===== config.mk =====
export PLATFORM = sky130hd
export DESIGN_NAME = ring_fifo_with_high_water_mark_flat
export DESIGN_NICKNAME = d
export VERILOG_FILES = /design/src/hw/rtl/rfhwm_pkg.sv /design/src/hw/rtl/rfhwm_in_if.sv /design/src/hw/rtl/rfhwm_out_if.sv /design/src/hw/rtl/rfhwm_ctrl.sv /design/src/hw/rtl/rfhwm_dp.sv /design/src/hw/rtl/ring_fifo_with_high_water_mark.sv /design/src/flat_wrapper.sv
export SDC_FILE = /design/constraint.sdc
export NUM_CORES = 1
export LEC_CHECK = 0
export BUFFER_PORTS_ARGS = -buffer_cell sky130_fd_sc_hd__buf_4
export CAP_MARGIN = 25
export CORE_UTILIZATION = 61
export CTS_CLUSTER_SIZE = 12
export DETAILED_ROUTE_END_ITERATION = 8
export GPL_ROUTABILITY_DRIVEN = 0
export HOLD_SLACK_MARGIN = 0.1
export PLACE_DENSITY = 0.86
export SLEW_MARGIN = 20
export SYNTH_ARGS = -nofsm -noshare
export SYNTH_HDL_FRONTEND = slang
export SYNTH_HIERARCHICAL = 1
export SYNTH_SLANG_ARGS = --single-unit

===== constraint.sdc =====
create_clock -name clk -period 4.8 [get_ports clk]
set_clock_uncertainty 0.1 [all_clocks]
set_input_delay 0.48 -clock clk [delete_from_list [all_inputs] [get_ports clk]]
set_output_delay 0.48 -clock clk [all_outputs]
set_load 0.05 [all_outputs]

===== src/hw/rtl/rfhwm_pkg.sv =====
// ----------------------------------------------------------------------------
// rfhwm_pkg
// Types and constants for the ring FIFO with high-water mark.
// ----------------------------------------------------------------------------
package rfhwm_pkg;

  localparam int DEPTH     = 16;
  localparam int ITEM_BITS = 32;
  localparam int PTR_W     = $clog2(DEPTH);
  localparam int CNT_W     = $clog2(DEPTH + 1);
  localparam int FUNC_W    = 2;
  localparam int STAT_W    = 2;

  typedef enum logic [FUNC_W-1:0] {
    FUNC_PUSH  = 2'd0,
    FUNC_POP   = 2'd1,
    FUNC_PEEK  = 2'd2,
    FUNC_CLEAR = 2'd3
  } func_t;

  typedef enum logic [STAT_W-1:0] {
    STAT_OK    = 2'd0,
    STAT_EMPTY = 2'd1,
    STAT_FULL  = 2'd2
  } stat_t;

  typedef enum logic [1:0] {
    S_IDLE,
    S_EXEC,
    S_SEND
  } state_t;

  // controller -> datapath
  typedef struct packed {
    logic capture;
    logic exec;
    logic load_out;
  } cmd_t;

  // datapath -> controller
  typedef struct packed {
    logic out_free;
  } dp_status_t;

endpackage


===== src/hw/rtl/rfhwm_in_if.sv =====
// ----------------------------------------------------------------------------
// rfhwm_in_if
// Operation channel: one word carries an operation code and a data item.
// ----------------------------------------------------------------------------
interface rfhwm_in_if;
  import rfhwm_pkg::*;

  logic                 valid;
  logic                 ready;
  logic [FUNC_W-1:0]    func;
  logic [ITEM_BITS-1:0] data_in;

  modport source (output valid, output func, output data_in, input ready);
  modport sink   (input valid, input func, input data_in, output ready);

endinterface


===== src/hw/rtl/rfhwm_out_if.sv =====
// ----------------------------------------------------------------------------
// rfhwm_out_if
// Result channel: data read, status, fill level and high-water mark.
// ----------------------------------------------------------------------------
interface rfhwm_out_if;
  import rfhwm_pkg::*;

  logic                 valid;
  logic                 ready;
  logic [ITEM_BITS-1:0] data_out;
  logic [STAT_W-1:0]    status;
  logic [CNT_W-1:0]     fill_level;
  logic [CNT_W-1:0]     high_water;

  modport source (output valid, output data_out, output status, output fill_level,
                  output high_water, input ready);
  modport sink   (input valid, input data_out, input status, input fill_level,
                  input high_water, output ready);

endinterface


===== src/hw/rtl/rfhwm_ctrl.sv =====
// ----------------------------------------------------------------------------
// rfhwm_ctrl
// Sequencer: accept a word, execute it, hand the result to the output register.
// ----------------------------------------------------------------------------
module rfhwm_ctrl (
  input  logic                  clk,
  input  logic                  rst_n,
  input  logic                  in_valid,
  input  rfhwm_pkg::dp_status_t dp_st,
  output logic                  in_ready,
  output rfhwm_pkg::cmd_t       cmd
);
  import rfhwm_pkg::*;

  state_t state_r, state_nxt;

  always_ff @(posedge clk) begin
    if (!rst_n) begin
      state_r <= S_IDLE;
    end else begin
      state_r <= state_nxt;
    end
  end

  always_comb begin
    state_nxt = state_r;
    unique case (state_r)
      S_IDLE: begin
        if (in_valid) state_nxt = S_EXEC;
      end
      S_EXEC: begin
        state_nxt = S_SEND;
      end
      S_SEND: begin
        if (dp_st.out_free) state_nxt = S_IDLE;
      end
      default: state_nxt = S_IDLE;
    endcase
  end

  always_comb begin
    in_ready     = 1'b0;
    cmd.capture  = 1'b0;
    cmd.exec     = 1'b0;
    cmd.load_out = 1'b0;
    unique case (state_r)
      S_IDLE: begin
        in_ready    = 1'b1;
        cmd.capture = in_valid;
      end
      S_EXEC: begin
        cmd.exec = 1'b1;
      end
      S_SEND: begin
        cmd.load_out = dp_st.out_free;
      end
      default: ;
    endcase
  end

endmodule


===== src/hw/rtl/rfhwm_dp.sv =====
// ----------------------------------------------------------------------------
// rfhwm_dp
// Datapath: ring store, pointers, fill and peak counters, output register.
// ----------------------------------------------------------------------------
module rfhwm_dp (
  input  logic                            clk,
  input  logic                            rst_n,
  input  rfhwm_pkg::cmd_t                 cmd,
  output rfhwm_pkg::dp_status_t           dp_st,
  input  logic [rfhwm_pkg::FUNC_W-1:0]    in_func,
  input  logic [rfhwm_pkg::ITEM_BITS-1:0] in_data,
  input  logic                            cfg_we,
  input  logic [rfhwm_pkg::CNT_W-1:0]     cfg_data,
  input  logic                            out_ready,
  output logic                            out_valid,
  output logic [rfhwm_pkg::ITEM_BITS-1:0] out_data,
  output logic [rfhwm_pkg::STAT_W-1:0]    out_status,
  output logic [rfhwm_pkg::CNT_W-1:0]     out_fill,
  output logic [rfhwm_pkg::CNT_W-1:0]     out_hw
);
  import rfhwm_pkg::*;

  logic [ITEM_BITS-1:0] mem [DEPTH];

  logic [FUNC_W-1:0]    func_r;
  logic [ITEM_BITS-1:0] din_r;
  logic [CNT_W-1:0]     depth_r;
  logic [PTR_W-1:0]     wp_r, wp_nxt;
  logic [PTR_W-1:0]     rp_r, rp_nxt;
  logic [CNT_W-1:0]     cnt_r, cnt_nxt;
  logic [CNT_W-1:0]     hw_r, hw_nxt;
  logic [ITEM_BITS-1:0] rd_data_r;
  logic                 hit_r, hit_nxt;
  logic [STAT_W-1:0]    stat_r, stat_nxt;

  logic                 out_valid_r;
  logic [ITEM_BITS-1:0] out_data_r;
  logic [STAT_W-1:0]    out_status_r;
  logic [CNT_W-1:0]     out_fill_r;
  logic [CNT_W-1:0]     out_hw_r;

  logic [CNT_W-1:0]     eff_depth;
  logic                 full, empty, do_write;

  function automatic logic [PTR_W-1:0] advance(input logic [PTR_W-1:0] pos,
                                               input logic [CNT_W-1:0] lim);
    logic [CNT_W-1:0] nx;
    nx = CNT_W'(pos) + CNT_W'(1);
    if (nx >= lim) return '0;
    return nx[PTR_W-1:0];
  endfunction

  // depth 0 acts as 1, anything above DEPTH acts as DEPTH
  always_comb begin
    eff_depth = depth_r;
    if (depth_r == '0) eff_depth = CNT_W'(1);
    else if (depth_r > CNT_W'(DEPTH)) eff_depth = CNT_W'(DEPTH);
  end

  assign full  = (cnt_r >= eff_depth);
  assign empty = (cnt_r == '0);

  always_comb begin
    wp_nxt   = wp_r;
    rp_nxt   = rp_r;
    cnt_nxt  = cnt_r;
    hw_nxt   = hw_r;
    hit_nxt  = 1'b0;
    stat_nxt = STAT_OK;
    do_write = 1'b0;
    case (func_r)
      FUNC_PUSH: begin
        if (full) begin
          stat_nxt = STAT_FULL;
        end else begin
          do_write = 1'b1;
          wp_nxt   = advance(wp_r, eff_depth);
          cnt_nxt  = cnt_r + CNT_W'(1);
          if (cnt_nxt > hw_r) hw_nxt = cnt_nxt;
        end
      end
      FUNC_POP, FUNC_PEEK: begin
        if (empty) begin
          stat_nxt = STAT_EMPTY;
        end else begin
          hit_nxt = 1'b1;
          if (func_r == FUNC_POP) begin
            rp_nxt  = advance(rp_r, eff_depth);
            cnt_nxt = cnt_r - CNT_W'(1);
          end
        end
      end
      default: begin
        wp_nxt  = '0;
        rp_nxt  = '0;
        cnt_nxt = '0;
      end
    endcase
  end

  always_ff @(posedge clk) begin
    if (cmd.capture) begin
      func_r <= in_func;
      din_r  <= in_data;
    end
  end

  always_ff @(posedge clk) begin
    if (cmd.exec && do_write) mem[wp_r] <= din_r;
    if (cmd.exec) rd_data_r <= mem[rp_r];
  end

  always_ff @(posedge clk) begin
    if (cmd.exec) begin
      hit_r  <= hit_nxt;
      stat_r <= stat_nxt;
    end
  end

  always_ff @(posedge clk) begin
    if (!rst_n) begin
      depth_r <= CNT_W'(DEPTH);
      wp_r    <= '0;
      rp_r    <= '0;
      cnt_r   <= '0;
      hw_r    <= '0;
    end else if (cfg_we) begin
      depth_r <= cfg_data;
      wp_r    <= '0;
      rp_r    <= '0;
      cnt_r   <= '0;
    end else if (cmd.exec) begin
      wp_r  <= wp_nxt;
      rp_r  <= rp_nxt;
      cnt_r <= cnt_nxt;
      hw_r  <= hw_nxt;
    end
  end

  // output register
  assign dp_st.out_free = !out_valid_r || out_ready;

  always_ff @(posedge clk) begin
    if (!rst_n) begin
      out_valid_r <= 1'b0;
    end else if (cmd.load_out) begin
      out_valid_r <= 1'b1;
    end else if (out_ready) begin
      out_valid_r <= 1'b0;
    end
  end

  always_ff @(posedge clk) begin
    if (cmd.load_out) begin
      out_data_r   <= hit_r ? rd_data_r : '0;
      out_status_r <= stat_r;
      out_fill_r   <= cnt_r;
      out_hw_r     <= hw_r;
    end
  end

  assign out_valid  = out_valid_r;
  assign out_data   = out_data_r;
  assign out_status = out_status_r;
  assign out_fill   = out_fill_r;
  assign out_hw     = out_hw_r;

endmodule


===== src/hw/rtl/ring_fifo_with_high_water_mark.sv =====
// ----------------------------------------------------------------------------
// ring_fifo_with_high_water_mark
// Circular FIFO with configurable depth in use and a high-water mark.
// ----------------------------------------------------------------------------
//  channel | dir | contents
//  in_ch   | in  | func, data_in (push / pop / peek / clear)
//  out_ch  | out | data_out, status, fill_level, high_water
//  cfg_*   | in  | depth_in_use write (cfg_we, cfg_data)
//
//  Each word passes three steps: accept, execute (store access), load output.
//  The store's registered read port sets the execute step.
//  A new word is accepted while a result waits in the output register.
//  Reset: synchronous, active low; empties the FIFO, depth 16, mark 0.
//  A depth write empties the FIFO and keeps the high-water mark.
// ----------------------------------------------------------------------------
module ring_fifo_with_high_water_mark (
  input  logic                        clk,
  input  logic                        rst_n,
  rfhwm_in_if.sink                    in_ch,
  rfhwm_out_if.source                 out_ch,
  input  logic                        cfg_we,
  input  logic [rfhwm_pkg::CNT_W-1:0] cfg_data
);
  import rfhwm_pkg::*;

  cmd_t       cmd;
  dp_status_t dp_st;

  rfhwm_ctrl u_ctrl (
    .clk      (clk),
    .rst_n    (rst_n),
    .in_valid (in_ch.valid),
    .dp_st    (dp_st),
    .in_ready (in_ch.ready),
    .cmd      (cmd)
  );

  rfhwm_dp u_dp (
    .clk        (clk),
    .rst_n      (rst_n),
    .cmd        (cmd),
    .dp_st      (dp_st),
    .in_func    (in_ch.func),
    .in_data    (in_ch.data_in),
    .cfg_we     (cfg_we),
    .cfg_data   (cfg_data),
    .out_ready  (out_ch.ready),
    .out_valid  (out_ch.valid),
    .out_data   (out_ch.data_out),
    .out_status (out_ch.status),
    .out_fill   (out_ch.fill_level),
    .out_hw     (out_ch.high_water)
  );

endmodule

===== src/flat_wrapper.sv =====
// flat-port wrapper written by rule: the top's interface ports become plain ports
module ring_fifo_with_high_water_mark_flat import rfhwm_pkg::*;
  (clk, rst_n, cfg_we, cfg_data, in_ch_valid, in_ch_func, in_ch_data_in, in_ch_ready, out_ch_valid, out_ch_data_out, out_ch_status, out_ch_fill_level, out_ch_high_water, out_ch_ready);
  rfhwm_in_if in_ch_i ();
  rfhwm_out_if out_ch_i ();
  input  logic clk;
  input  logic rst_n;
  input  logic cfg_we;
  input  logic [rfhwm_pkg::CNT_W-1:0] cfg_data;
  input wire logic [$bits(in_ch_i.valid)-1:0] in_ch_valid;
  input wire logic [$bits(in_ch_i.func)-1:0] in_ch_func;
  input wire logic [$bits(in_ch_i.data_in)-1:0] in_ch_data_in;
  output wire logic [$bits(in_ch_i.ready)-1:0] in_ch_ready;
  output wire logic [$bits(out_ch_i.valid)-1:0] out_ch_valid;
  output wire logic [$bits(out_ch_i.data_out)-1:0] out_ch_data_out;
  output wire logic [$bits(out_ch_i.status)-1:0] out_ch_status;
  output wire logic [$bits(out_ch_i.fill_level)-1:0] out_ch_fill_level;
  output wire logic [$bits(out_ch_i.high_water)-1:0] out_ch_high_water;
  input wire logic [$bits(out_ch_i.ready)-1:0] out_ch_ready;
  assign in_ch_i.valid = in_ch_valid;
  assign in_ch_i.func = in_ch_func;
  assign in_ch_i.data_in = in_ch_data_in;
  assign in_ch_ready = in_ch_i.ready;
  assign out_ch_valid = out_ch_i.valid;
  assign out_ch_data_out = out_ch_i.data_out;
  assign out_ch_status = out_ch_i.status;
  assign out_ch_fill_level = out_ch_i.fill_level;
  assign out_ch_high_water = out_ch_i.high_water;
  assign out_ch_i.ready = out_ch_ready;
  ring_fifo_with_high_water_mark u_core (.clk(clk), .rst_n(rst_n), .in_ch(in_ch_i), .out_ch(out_ch_i), .cfg_we(cfg_we), .cfg_data(cfg_data));
endmodule

==> impl_metrics.toml <==
[outcome]
outcome = "finished clean"

[setup_path]
crit_path_cell_trace = "nor3_1 -> nor2_1 -> nor2_1 -> ha_1 -> nor2b_1 -> o21ai_1 -> a31oi_1 -> nand2_1 -> nor2_4 -> buf_4"
cp_slowest_cell = "nor2_4"
critPathMaxStageDelay_ns = 0.71
critPathRequiredTime_ns = 4.97
crit_path_end_kind = "register"
path_buf_inv = 1
cp_max_fo = 17
cp_top_family = "simple AND/OR/NAND/NOR gates"
reg2reg_slack_ns = 0.89
start_kind = "register"
worst_path_most_repeated_cell = "nor2_1"
r2r_start = "u_core/u_dp/depth_r[2]$_SDFFE_PN0P_"
crit_type = "register to register"
cp-startpoint = "u_core/u_dp/depth_r[2]$_SDFFE_PN0P_"
arrival_ns = 4.08

[route]
drtAntennaViolNets = 0
routedWlPerCell_um = 30.5
drc = 0
vias = 12004
met1_length_mm = 20.1
route.met2.wl_mm = 28.8
topRoutingLayerUsed = "met4"
drtIter0Drc = 1276
via_per_inst = 6.52
routed-wl-met3_mm = 4.67
wl_mm = 56.2
drt-pass1-iter-count = 5

[clock_tree]
ctsHoldBuffers = 38
cts_resized = 0
postCtsSetupBuffers = 0
cts_tree = "yes"
max-clock-path-buffers = 3
numClockSinks = 651
clkTransAtPathRegs_ns = 0.06
cts-buffers-inserted = 66
clock_latency_ns = 0.60
h-tree-depth = 3
cts_root_buf = "clkbuf_16"

[timing]
clock.fmax_mhz = 255
drv_slew = 0
hold_viol_final = 0
fin_crit_sh_pct = 81.6
tns_ns = 0
slew_headroom_pct = 43.6
rsz0062_at_grt = "no"
setup_violations = 0
min_period_ns = 3.91
worst_pin_slew_ns = 0.844
holdWs_ns = 0.117

[synthesis]
synth_commonest_cells = "625 x edfxtp_1, 159 x mux4_2, 34 x and2_1"
synth-edff-count = 625
yosysTopAreaCell = "edfxtp_1"
ys_ff_latch = 651
synthTopCellsByArea = "edfxtp_1 76%, mux4_2 14%, dfxtp_1 2.1%"
synth-async-reset-ratio_pct = 0
synth.yosys.seq_area_share_pct = 77.6
netlist_area_sq_mm = 0.0249
yosysMostFrequentCell = "edfxtp_1"
syn_area_per_cell_sq_um = 22.4
ys_warn_count = 6
synthCells = 1111
synth_top_area_share_pct = 75.5
yosysUniqueCellTypes = 55
synth_flop_cell = "edfxtp_1"
syn_nets = 1185

[final_layout]
nets = 1360
final_area_sq_mm = 0.0286
synthToLayoutAreaGrowth_pct = 15.0
drive_gt1_share_pct = 29.0
num_antenna_cells = 0
fill_cells = 2179

[power_and_ir_drop]
power.leakage_nw = 9.06
total_power_w = 0.0112
power_density_mw_per_mm2 = 393
ir_drop_uv = 314

[min_path]
worstHoldStart = "cfg_data[2]"
hold_class = "input port to register"

[grt]
grt_use_total_pct = 28.2
grt_pass1_vias = 12519
antenna_found_initial = 0
grt_pass1_wl_mm = 82.1
grt_max_degree = 98
grt_overflow_total = 0

[floorplanning]
coreArea_sq_mm = 0.0399
die_y_um = 204
start_util_pct = 62.3
io_pins = 90
dieArea_sq_mm = 0.0416
rows = 73
die_w_um = 204

[flow_run]
drv_cap = 0

[placed_design]
hpwl_mm = 30.7
placed_area_sq_mm = 0.0263
port_buffers = 89
-- cell families after synthesis --
logic type	count (synthesis)	share of synthesized area, %
AND/OR/NAND/NOR	128	2.77
buffers and inverters	70	1.42
flip-flops	651	77.6
multiplexers	165	14.7
XOR/XNOR	9	0.317
adder cells (fa/ha/maj)	30	1.51
AO/OA/AOI/OAI	58	1.72
-- metal layers --
metal / up-vias / global-route usage [%]
li1: 4959 / -
met1: 6187 / 35.5
met2: 706 / 47.1
met3: 152 / 5.85
met4: 0 / 13.8
met5: - / 0
-- path summary, 6_finish.rpt --
kind,end,cells after the start
worst min-delay path,u_core/u_dp/depth_r[2]$_SDFFE_PN0P_,3
worst min register to register,u_core/u_dp/out_hw[2]$_DFFE_PP_,0
worst max-delay path,u_core/u_dp/mem[5][5]$_DFFE_PP_,10
worst max register to register,u_core/u_dp/mem[5][5]$_DFFE_PP_,10
-- where the power goes --
part / internal, W / switching (W)
Clock: 0.00258 / 0.00202
Sequential: 0.00629 / 0.0000922
Combinational: 0.000109 / 0.000144
-- stage by stage --
step	setup slack (ns)	utilization [%]	cells
after CTS	1.03	71.6	1841
final	0.885	71.6	1841
after global routing	0.866	71.6	1841
after detailed placement	1.15	66.0	1705
after floorplan	0.444	-	1111
after global placement	1.21	65.9	1703
-- state kept, by name (all words and copies together) (netlist names) --
| name | count |
|---|---|
| u_core/u_dp/mem | 512 |
| u_core/u_dp/func_r | 2 |
| u_core/u_dp/cnt_r | 5 |
| u_core/u_dp/out_hw | 5 |
| u_core/u_dp/out_status | 2 |
| u_core/u_dp/din_r | 32 |
| u_core/u_dp/depth_r | 5 |
| u_core/u_dp/out_data | 32 |
| u_core/u_dp/out_valid | 1 |
| u_core/u_dp/hw_r | 5 |
| u_core/u_ctrl/state_r | 2 |
| u_core/u_dp/out_fill | 5 |
| u_core/u_dp/wp_r | 4 |
| u_core/u_dp/rd_data_r | 32 |
| u_core/u_dp/stat_r | 2 |
| u_core/u_dp/rp_r | 4 |
| u_core/u_dp/hit_r | 1 |
-- cells in the final DEF, fill, tap and decap left out, types with 6 or more instances in the layout --
cell type      count
a21oi_1           12
and2_1            34
buf_4            115
clkbuf_1          17
clkbuf_16         68
clkinv_1           6
dfxtp_1           22
dlygate4sd3_1     38
edfxtp_1         625
ha_1              30
inv_1             17
mux2i_1            6
mux4_2           159
nand2_1           21
nand3_1           10
nor2_1            12
nor2_4            12
nor2b_1            8
o21ai_1            8
xnor2_1            6
-- area by class of cell --
cell class,instances,area (sq um),area share [%]
clock buffer,85,1770,6.18
clock inverter,13,97.6,0.341
inverter,18,67.6,0.236
multi-input combinational,390,5330,18.7
sequential,651,19300,67.5
tap,525,657,2.30
timing repair buffer,159,1370,4.78
-- worst register-to-register path, delay by kind of cell, from the launching register on --
kind                     cells  cell delay (ns)
AND/OR/NAND/NOR              6             1.72
AO/OA/AOI/OAI                2             0.77
flip-flops                   1             0.33
buffers and inverters        1             0.40
adder cells (fa/ha/maj)      1             0.28
Note: power is estimated with default switching activity, not from simulation.
